**src/design/tmtw_pkg.sv**
```systemverilog
// ----------------------------------------------------------------------------
// tmtw_pkg
// Shared constants and controller/datapath interface types for the
// text-mode terminal writer.
// ----------------------------------------------------------------------------
`timescale 1ns / 1ps

package tmtw_pkg;

  localparam int unsigned COLUMNS    = 80;
  localparam int unsigned ROWS       = 25;
  localparam int unsigned CELL_COUNT = COLUMNS * ROWS;

  localparam int unsigned COL_W  = $clog2(COLUMNS);
  localparam int unsigned ROW_W  = $clog2(ROWS);
  localparam int unsigned ADDR_W = $clog2(CELL_COUNT);

  localparam int unsigned CELL_W  = 16;
  localparam int unsigned CHAR_W  = 8;
  localparam int unsigned COLOR_W = 8;
  localparam int unsigned POS_W   = 11;
  localparam int unsigned IN_ADDR_W = 11;

  localparam logic [CHAR_W-1:0]  NEWLINE_CODE = 8'h0A;
  localparam logic [CHAR_W-1:0]  SPACE_CODE   = 8'h20;
  localparam logic [COLOR_W-1:0] RESET_COLOR  = 8'h07;

  localparam logic KIND_PUT  = 1'b0;
  localparam logic KIND_READ = 1'b1;

  typedef struct packed {
    logic accept_put;
    logic accept_read;
    logic clear_wr;
    logic copy_rd;
    logic drain;
    logic fill_wr;
    logic emit;
    logic emit_read;
    logic emit_scrolled;
  } tmtw_cmd_t;

  typedef struct packed {
    logic need_scroll;
    logic cnt_last;
  } tmtw_status_t;

endpackage

```
**src/design/tmtw_controller.sv**
```systemverilog
// ----------------------------------------------------------------------------
// tmtw_controller
// Sequencer for clearing, puts, reads and the scroll copy and fill sweeps.
// ----------------------------------------------------------------------------
`timescale 1ns / 1ps

module tmtw_controller (
  input  logic                   clk_i,
  input  logic                   rst_ni,
  input  logic                   start_i,
  input  logic                   kind_i,
  output logic                   busy_o,
  output tmtw_pkg::tmtw_cmd_t    cmd_o,
  input  tmtw_pkg::tmtw_status_t status_i
);

  typedef enum logic [2:0] {
    ST_CLEAR,
    ST_IDLE,
    ST_READ,
    ST_FINISH,
    ST_COPY,
    ST_DRAIN,
    ST_FILL
  } state_e;

  state_e state_q;
  state_e state_d;

  always_comb begin
    cmd_o   = '0;
    state_d = state_q;
    case (state_q)
      ST_CLEAR: begin
        cmd_o.clear_wr = 1'b1;
        if (status_i.cnt_last) begin
          state_d = ST_IDLE;
        end
      end
      ST_IDLE: begin
        if (start_i) begin
          if (kind_i == tmtw_pkg::KIND_READ) begin
            cmd_o.accept_read = 1'b1;
            state_d           = ST_READ;
          end else begin
            cmd_o.accept_put = 1'b1;
            state_d          = status_i.need_scroll ? ST_COPY : ST_FINISH;
          end
        end
      end
      ST_READ: begin
        cmd_o.emit      = 1'b1;
        cmd_o.emit_read = 1'b1;
        state_d         = ST_IDLE;
      end
      ST_FINISH: begin
        cmd_o.emit = 1'b1;
        state_d    = ST_IDLE;
      end
      ST_COPY: begin
        cmd_o.copy_rd = 1'b1;
        if (status_i.cnt_last) begin
          state_d = ST_DRAIN;
        end
      end
      ST_DRAIN: begin
        cmd_o.drain = 1'b1;
        state_d     = ST_FILL;
      end
      ST_FILL: begin
        cmd_o.fill_wr = 1'b1;
        if (status_i.cnt_last) begin
          cmd_o.emit          = 1'b1;
          cmd_o.emit_scrolled = 1'b1;
          state_d             = ST_IDLE;
        end
      end
      default: begin
        state_d = ST_IDLE;
      end
    endcase
  end

  always_ff @(posedge clk_i or negedge rst_ni) begin
    if (!rst_ni) begin
      state_q <= ST_CLEAR;
    end else begin
      state_q <= state_d;
    end
  end

  assign busy_o = (state_q != ST_IDLE);

endmodule

```
**config.mk**
```make
export PLATFORM = sky130hd
export DESIGN_NAME = tmtw_controller
export DESIGN_NICKNAME = d
export VERILOG_FILES = /design/src/design/tmtw_pkg.sv /design/src/design/tmtw_controller.sv
export SDC_FILE = /design/constraint.sdc
export NUM_CORES = 1
export LEC_CHECK = 0
export BUFFER_PORTS_ARGS = -buffer_cell sky130_fd_sc_hd__buf_4
export CAP_MARGIN = 20
export CORE_AREA = 2 2 39 41
export CTS_BUF_LIST = sky130_fd_sc_hd__clkbuf_4
export CTS_CLUSTER_DIAMETER = 80
export DETAILED_ROUTE_END_ITERATION = 10
export DIE_AREA = 0 0 41 43
export GPL_ROUTABILITY_DRIVEN = 1
export GPL_TIMING_DRIVEN = 0
export SYNTH_ARGS = -nofsm -noshare
export SYNTH_HDL_FRONTEND = slang
export SYNTH_SLANG_ARGS = --single-unit
export TNS_END_PERCENT = 5
```
**constraint.sdc**
```tcl
create_clock -name clk_i -period 1.8 [get_ports clk_i]
set_input_delay 0.18 -clock clk_i [delete_from_list [all_inputs] [get_ports clk_i]]
set_output_delay 0.18 -clock clk_i [all_outputs]
set_load 0.1 [all_outputs]
```
==> qor.yml, run 1 <==
post_cts_buffers: 0
slowest_stage: "dfrtp_1"
wl_per_cell_um: 8.58
synth_xor_area_frac: 0
worstSkewPairLatency_ns: 0.24
worstSetupEndpointType: "primary output"
ys_types: 21
start_util: 0.195
syn_area_sq_um: 270
root_buffer: "clkbuf_4"
synth-edff-count: 0
slew_viol_final: 0
fin_ws_ns: 0.226
hold_viol_final: 0
cp-start-kind: "flip-flop"
layout.nets: 58
vias: 271
hold_path_class: "input pin to flip-flop"
period_share: 0.874
min_path_cells: 3
clk_pin_slew_ns: 0.04
rr_endpoint: "state_q[2]$_DFFE_PN0P_"
largest_register_ffs: 3
grt_usage: 0.0874
min_delay_worst_endpoint: "state_q[1]$_DFFE_PN0P_"
antenna_found_initial: 0
synth-seq-cells: 3
grt_pass1_vias: 232
largest_register: "state_q"
port_buffers: 15
area_delta_synth_final_pct: 71.3
path_class: "flip-flop to primary output"
reg_top3: "state_q x3"
postRouteAntennaNets: 0
fmax_mhz: 635
overflow: 0
drv_cap: 0
fillers: 148
max_slew_margin: 0.816
worstMarginPinSlew_ns: 0.279
synth-compound-area-share: 0.167
dr.pass1.iters: 2
cts_buffer_depth: 2
min-delay-start: "start_i"
reg2reg_depth: 3
routed_wl_um: 575
regToRegSetupSlack_ns: 0.80
synthAdderAreaFrac: 0
finalClockSkew_ns: 0.00211
holdWs_ns: 0.194
cp.arrival_ns: 1.39
netlist_instances: 31
path_common_cell: "buf_4"
die_h_um: 43
cpPeakStageDelay_ns: 0.35
die_x_um: 41
synth-async-reset-ratio: 1.00
synth.area.top_cells: "dfrtp_1 28%, nor3b_1 8.3%, o21ai_0 5.6%"
avgSynthCellArea_sq_um: 8.72
status: "finished clean"
synth-simple-area-share: 0.468
rsz0062_at_grt: "false"
drcViolationCount: 0
cp.required_ns: 1.62
io_pins: 16
synth.area.mux_share: 0
cts_buffers: 3
avgViaCountPerCell: 4.04
timing.rr.start: "state_q[0]$_DFFE_PN0P_"
period_minus_slack_ns: 1.57
setup_viol: 0
drt-initial-drc-count: 2
cts_tree: "done"
path_max_fanout: 10
synth_fp_nets: 37
cts_sinks: 3
core_area_sq_um: 1380
drive_gt1_frac: 0.608
yosys_warnings: 0
synth_top_area_cell: "dfrtp_1"
synthTopCellsByCount: "3 x dfrtp_1, 3 x nand2_1, 3 x nor3b_1, 3 x o21ai_0"
grt_max_degree: 11
synth-seq-area-share: 0.278
diodes: 0
routabilityCongestion: 0.701
grt_pass1_wl_um: 972
synth_top_family_by_area: "simple AND/OR/NAND/NOR gates"
synth_ff_type: "dfrtp_1"
path_cells: "buf_4 > nor2b_4 > nand2b_4 > nor2b_2 > buf_4"
synth_top_area_frac: 0.278
dieArea_sq_um: 1760
dp.cells: 62
place_hpwl_um: 435
stdcell_count: 67
cts.htree.levels: 1
dp_slack_ns: 0.462
row_count: 14
==> worst max-delay path by stage <==
stage | slack, ns | end | depth (start not counted) | start
floorplan | -0.34 | cmd_o[0] | 3 | state_q[0]$_DFFE_PN0P_
CTS | 0.20 | cmd_o[8] | 5 | state_q[1]$_DFFE_PN0P_
global placement | 0.47 | cmd_o[8] | 5 | state_q[1]$_DFFE_PN0P_
finish | 0.23 | cmd_o[8] | 5 | state_q[1]$_DFFE_PN0P_
global route | 0.13 | cmd_o[8] | 5 | state_q[1]$_DFFE_PN0P_
detailed placement | 0.46 | cmd_o[8] | 5 | state_q[1]$_DFFE_PN0P_
==> routing by layer <==
| layer | routed length [um] | track usage | part of all wire | vias to the layer above |
|---|---|---|---|---|
| li1 | - | - | - | 146 |
| met1 | 246 | 0.106 | 0.43 | 112 |
| met2 | 260 | 0.103 | 0.45 | 13 |
| met3 | 67 | 0.0628 | 0.12 | 0 |
| met4 | 0 | 0.0600 | 0 | 0 |
| met5 | 0 | 0 | 0 | - |
==> timing repair <==
action,4_1_cts,5_1_grt
hold buffers,1,0
gates resized for setup,0,0
endpoints found under the hold margin,3,0
==> logic make-up (layout without fill, tap and decap cells) <==
logic type             count (synthesis)  count (layout)
and+or+nand+nor                       18              18
AOI/OAI and AO/OA                      7               7
DFF                                    3               3
buffers and inverters                  3              23
==> metrics by stage <==
stage	util	instance area [sq um]	setup TNS, ns
after floorplan	-	290	-0.944
after global placement	0.306	423	0
after detailed placement	0.306	423	0
after CTS	0.335	463	0
after global routing	0.335	463	0
final	0.335	463	0
==> area by class of cell <==
class	count	area, sq um	area share
clock buffers	4	30.0	0.0649
multi-input cells	25	191	0.414
repair buffers	16	123	0.265
plain buffers	3	23.8	0.0514
well taps	16	20.0	0.0432
flip-flops and latches	3	75.1	0.162
==> worst max-delay path, delay by kind of cell, from the launching register on <==
family	cells	cell delay, ns
flops	1	0.35
simple gates	3	0.35
buf+inv	2	0.46
==> cells in the final DEF (no fill, tap or decap) <==
cell type       n
a21boi_2        1
nand2b_4        1
nor3b_1         1
dlygate4sd3_1   1
nand3_1         1
buf_4          16
nor3_2          1
clkbuf_4        4
and2_2          1
a32o_1          1
o211ai_1        1
nand2b_1        2
a21oi_1         1
nor2b_1         1
nor3b_2         2
nand2_1         3
and3b_1         1
and2_1          1
buf_6           1
nor2b_4         1
o21ai_0         3
buf_2           1
nor2b_2         1
nor2_2          1
dfrtp_1         3
Power of run 1 is left out: the tool's default activity adds up to more than one toggle a clock period on the data nets, which glitch-free logic cannot reach.
==> run 2: changes to the inputs <==
==> constraint.sdc (replaced) <==
create_clock -name clk_i -period 1.8 [get_ports clk_i]
set_input_delay 0.45 -clock clk_i [delete_from_list [all_inputs] [get_ports clk_i]]
set_output_delay 0.45 -clock clk_i [all_outputs]
set_load 0.1 [all_outputs]
==> run 2 against run 1 <==
  * Final area is 18% higher
  * Register-to-register slack worse by 0.13 ns
  * Largest cell class is now non-clock buffers
  * Clock-buffer cell count unchanged
  * Final cell count rose by 3.0%
  * Highest routed layer is now met4
  * Hold slack better by 0.27 ns
  * Die area unchanged
  * Flip-flop and latch count is the same
  * Maximum frequency decreased by 11%
  * Sequential share of layout area fell by 2.4 points
  * Core utilization increased by 5.9 points
==> qor.yml, run 2 (same netlist as run 1, synthesis figures left out) <==
clk_pin_slew_ns: 0.04
path_buf_inv: 2
holdWs_ns: 0.461
cpPeakStageDelay_ns: 0.36
drive_gt1_frac: 0.642
dieArea_sq_um: 1760
place_hpwl_um: 489
grt_pass1_wl_mm: 1.11
grt_usage: 0.103
port_buffers: 15
avgViaCountPerCell: 4.20
largest_register_ffs: 3
cts_buffers: 3
area_delta_synth_final_pct: 101
grt_pass1_vias: 290
slew_viol_final: 0
path_cells: "buf_6 > and3b_2 > and2_2 > buf_12"
postRouteAntennaNets: 0
worstMarginPinSlew_ns: 0.280
layout_common_cells: "12 x buf_4, 5 x buf_6, 4 x clkbuf_4"
period_minus_slack_ns: 1.76
cp.required_ns: 1.35
rsz0062_at_grt: "false"
hold_path_class: "input pin to flip-flop"
diodes: 0
worstSkewPairLatency_ns: 0.24
design_area_sq_um: 544
vias: 290
worstSetupEndpointType: "primary output"
cts_buffer_depth: 2
path_max_fanout: 8
dr.pass1.iters: 2
grt_max_degree: 11
drt-initial-drc-count: 9
root_buffer: "clkbuf_4"
largest_register: "state_q"
overflow: 0
status: "finished clean"
row_count: 14
slowest_stage: "dfrtp_1"
cp.arrival_ns: 1.31
die_h_um: 43
setup_viol: 0
placedInstanceArea_sq_um: 434
finalClockSkew_ns: 0.000876
core_area_sq_um: 1380
drv_cap: 0
die_x_um: 41
crit_family: "simple AND/OR/NAND/NOR gates"
final_common_cell: "buf_4"
drcViolationCount: 0
wl_per_cell_um: 9.71
io_pins: 16
reg_top3: "state_q x3"
cts_tree: "done"
routed_wl_um: 670
antenna_found_initial: 0
routabilityCongestion: 0.681
cts.htree.levels: 1
start_util: 0.195
cts_sinks: 3
path_class: "flip-flop to primary output"
fmax_mhz: 567
layout.nets: 60
max_slew_margin: 0.815
hold_viol_final: 0
cp-start-kind: "flip-flop"
period_share: 0.980
[run 2: cell type report]
type / count / area (sq um)
Buffer: 3 / 33.8
Clock buffer: 4 / 30.0
Fill cell: 148 / 840
Multi-Input combinational cell: 25 / 203
Sequential cell: 3 / 75.1
Tap cell: 16 / 20.0
Timing Repair Buffer: 18 / 183
[run 2: through the flow]
stage | setup TNS (ns) | cells | setup WS [ns] | util
after detailed placement | 0 | 62 | 0.179 | 0.314
final | 0 | 69 | 0.0356 | 0.393
after CTS | -0.00367 | 67 | -0.00367 | 0.373
after global routing | 0 | 69 | 0.00621 | 0.393
after global placement | 0 | 62 | 0.187 | 0.314
after floorplan | -1.86 | 31 | -0.383 | -
[run 2: metal layers]
layer	track usage	part of all wire	vias to the layer above	wire, um
met1	0.103	0.37	129	247
met2	0.144	0.55	10	366
li1	-	-	149	-
met3	0.0314	0.060	2	40
met5	0	0	-	0
met4	0.120	0.024	0	16
[run 2: final timing paths]
| kind | to | startpoint | cells after the start | slack [ns] |
|---|---|---|---|---|
| min reg2reg | state_q[0]$_DFFE_PN0P_ | state_q[2]$_DFFE_PN0P_ | 2 | 0.60 |
| max reg2reg | state_q[1]$_DFFE_PN0P_ | state_q[0]$_DFFE_PN0P_ | 5 | 0.67 |
| max | cmd_o[0] | state_q[2]$_DFFE_PN0P_ | 4 | 0.04 |
| max in group asynchronous | state_q[1]$_DFFE_PN0P_ | rst_ni | 2 | 1.16 |
| min in group asynchronous | state_q[2]$_DFFE_PN0P_ | rst_ni | 2 | 0.54 |
| min | state_q[1]$_DFFE_PN0P_ | start_i | 3 | 0.46 |
[run 2: worst register-to-register path: cells and delay by family (launching register included)]
family / cells / cell delay, ns
flip-flops: 1 / 0.36
AO/OA/AOI/OAI: 1 / 0.17
buffers and inverters: 2 / 0.27
AND/OR/NAND/NOR: 2 / 0.22
[run 2: repair_timing]
action	4_1_cts	5_1_grt
pin swaps	1	0
gates resized for setup	11	3
hold buffers	1	0
endpoints found under the hold margin	3	0
setup buffers	0	2
endpoints found under the setup margin	5	4
Power of run 2 is left out for the same reason.
==> run 3: changes to the inputs <==
- PLACE_DENSITY_LB_ADDON: default -> 0.15
==> run 3 against run 2 <==
  * Flip-flop and latch count unchanged
  * Global-route usage decreased by 0.32 points
  * Via count increased by 0.69%
  * Critical endpoint is now cmd_o[8]
==> qor.yml, run 3 (same netlist as run 1, synthesis figures left out) <==
status: "finished clean"
drt-initial-drc-count: 1
postRouteAntennaNets: 0
largest_register_ffs: 3
routed_wl_um: 723
vias: 292
diodes: 0
final_common_cell: "buf_4"
rsz0062_at_grt: "true"
reg_top3: "state_q x3"
cts_buffer_depth: 2
drive_gt1_frac: 0.642
worstSkewPairLatency_ns: 0.23
cts.htree.levels: 1
core_area_sq_um: 1380
row_count: 14
die_h_um: 43
cts_buffers: 3
area_delta_synth_final_pct: 105
cts_sinks: 3
cts_tree: "done"
period_share: 0.969
path_max_fanout: 10
holdWs_ns: 0.466
start_util: 0.195
io_pins: 16
finalClockSkew_ns: 0.00162
period_minus_slack_ns: 1.74
max_slew_margin: 0.816
grt_pass1_vias: 286
dr.pass1.iters: 2
dieArea_sq_um: 1760
wl_per_cell_um: 10.5
routabilityCongestion: 0.791
port_buffers: 15
drv_cap: 0
antenna_found_initial: 0
hold_viol_final: 0
fmax_mhz: 573
cp.required_ns: 1.35
place_hpwl_um: 481
cp.arrival_ns: 1.29
slew_viol_final: 0
root_buffer: "clkbuf_4"
die_x_um: 41
overflow: 0
worstMarginPinSlew_ns: 0.279
layout.nets: 60
setup_viol: 0
drcViolationCount: 0
hold_path_class: "input pin to flip-flop"
grt_usage: 0.0993
avgViaCountPerCell: 4.23
grt_max_degree: 11
clk_pin_slew_ns: 0.04
largest_register: "state_q"
cp-start-kind: "flip-flop"
path_class: "flip-flop to primary output"
worstSetupEndpointType: "primary output"
layout_common_cells: "12 x buf_4, 4 x buf_6, 4 x clkbuf_4, 4 x buf_12"
grt_pass1_wl_mm: 1.15
==> run 3: cell type report <==
type	instances	area, sq um
plain buffers	3	33.8
clock buffers	4	30.0
fillers	128	830
multi-input cells	25	204
flip-flops and latches	3	75.1
well taps	16	20.0
repair buffers	18	191
==> run 3: timing repair <==
item | 4_1_cts | 5_1_grt
buffers inserted | 0 | 2
pin swaps | 0 | 0
hold endpoints to repair | 3 | 0
hold buffers | 1 | 0
setup endpoints to repair | 4 | 5
gates resized for setup | 10 | 7
==> run 3: worst paths after layout <==
| kind | start | endpoint | slack (ns) | depth (start not counted) |
|---|---|---|---|---|
| worst max register to register | state_q[0]$_DFFE_PN0P_ | state_q[2]$_DFFE_PN0P_ | 0.68 | 4 |
| min in group asynchronous | rst_ni | state_q[0]$_DFFE_PN0P_ | 0.54 | 2 |
| worst max-delay path | state_q[0]$_DFFE_PN0P_ | cmd_o[8] | 0.06 | 5 |
| worst min-delay path | start_i | state_q[1]$_DFFE_PN0P_ | 0.47 | 3 |
| max in group asynchronous | rst_ni | state_q[1]$_DFFE_PN0P_ | 1.16 | 2 |
| worst min register to register | state_q[2]$_DFFE_PN0P_ | state_q[0]$_DFFE_PN0P_ | 0.62 | 2 |
==> run 3: critical path: stages (launching register included) <==
cell	delay, ns
dfrtp_1	0.33
buf_6	0.14
nor2b_4	0.19
nand2b_4	0.09
nor2b_4	0.13
buf_12	0.18
==> run 3: stage by stage <==
step	cells	setup slack, ns	TNS (ns)	utilization	cell area [sq um]
finish	69	0.0560	0	0.401	554
global route	69	-0.0134	-0.0258	0.401	554
CTS	67	-0.00322	-0.00322	0.371	513
detailed placement	62	0.172	0	0.314	434
global placement	62	0.188	0	0.314	434
floorplan	31	-0.383	-1.86	-	302
==> run 3: routing by layer <==
layer | up-vias | part of all wire | track usage | wire [um]
li1 | 150 | - | - | -
met1 | 139 | 0.42 | 0.125 | 302
met2 | 3 | 0.56 | 0.131 | 405
met3 | 0 | 0.021 | 0 | 15
met4 | 0 | 0 | 0.120 | 0
met5 | - | 0 | 0 | 0
Power of run 3 is left out for the same reason.
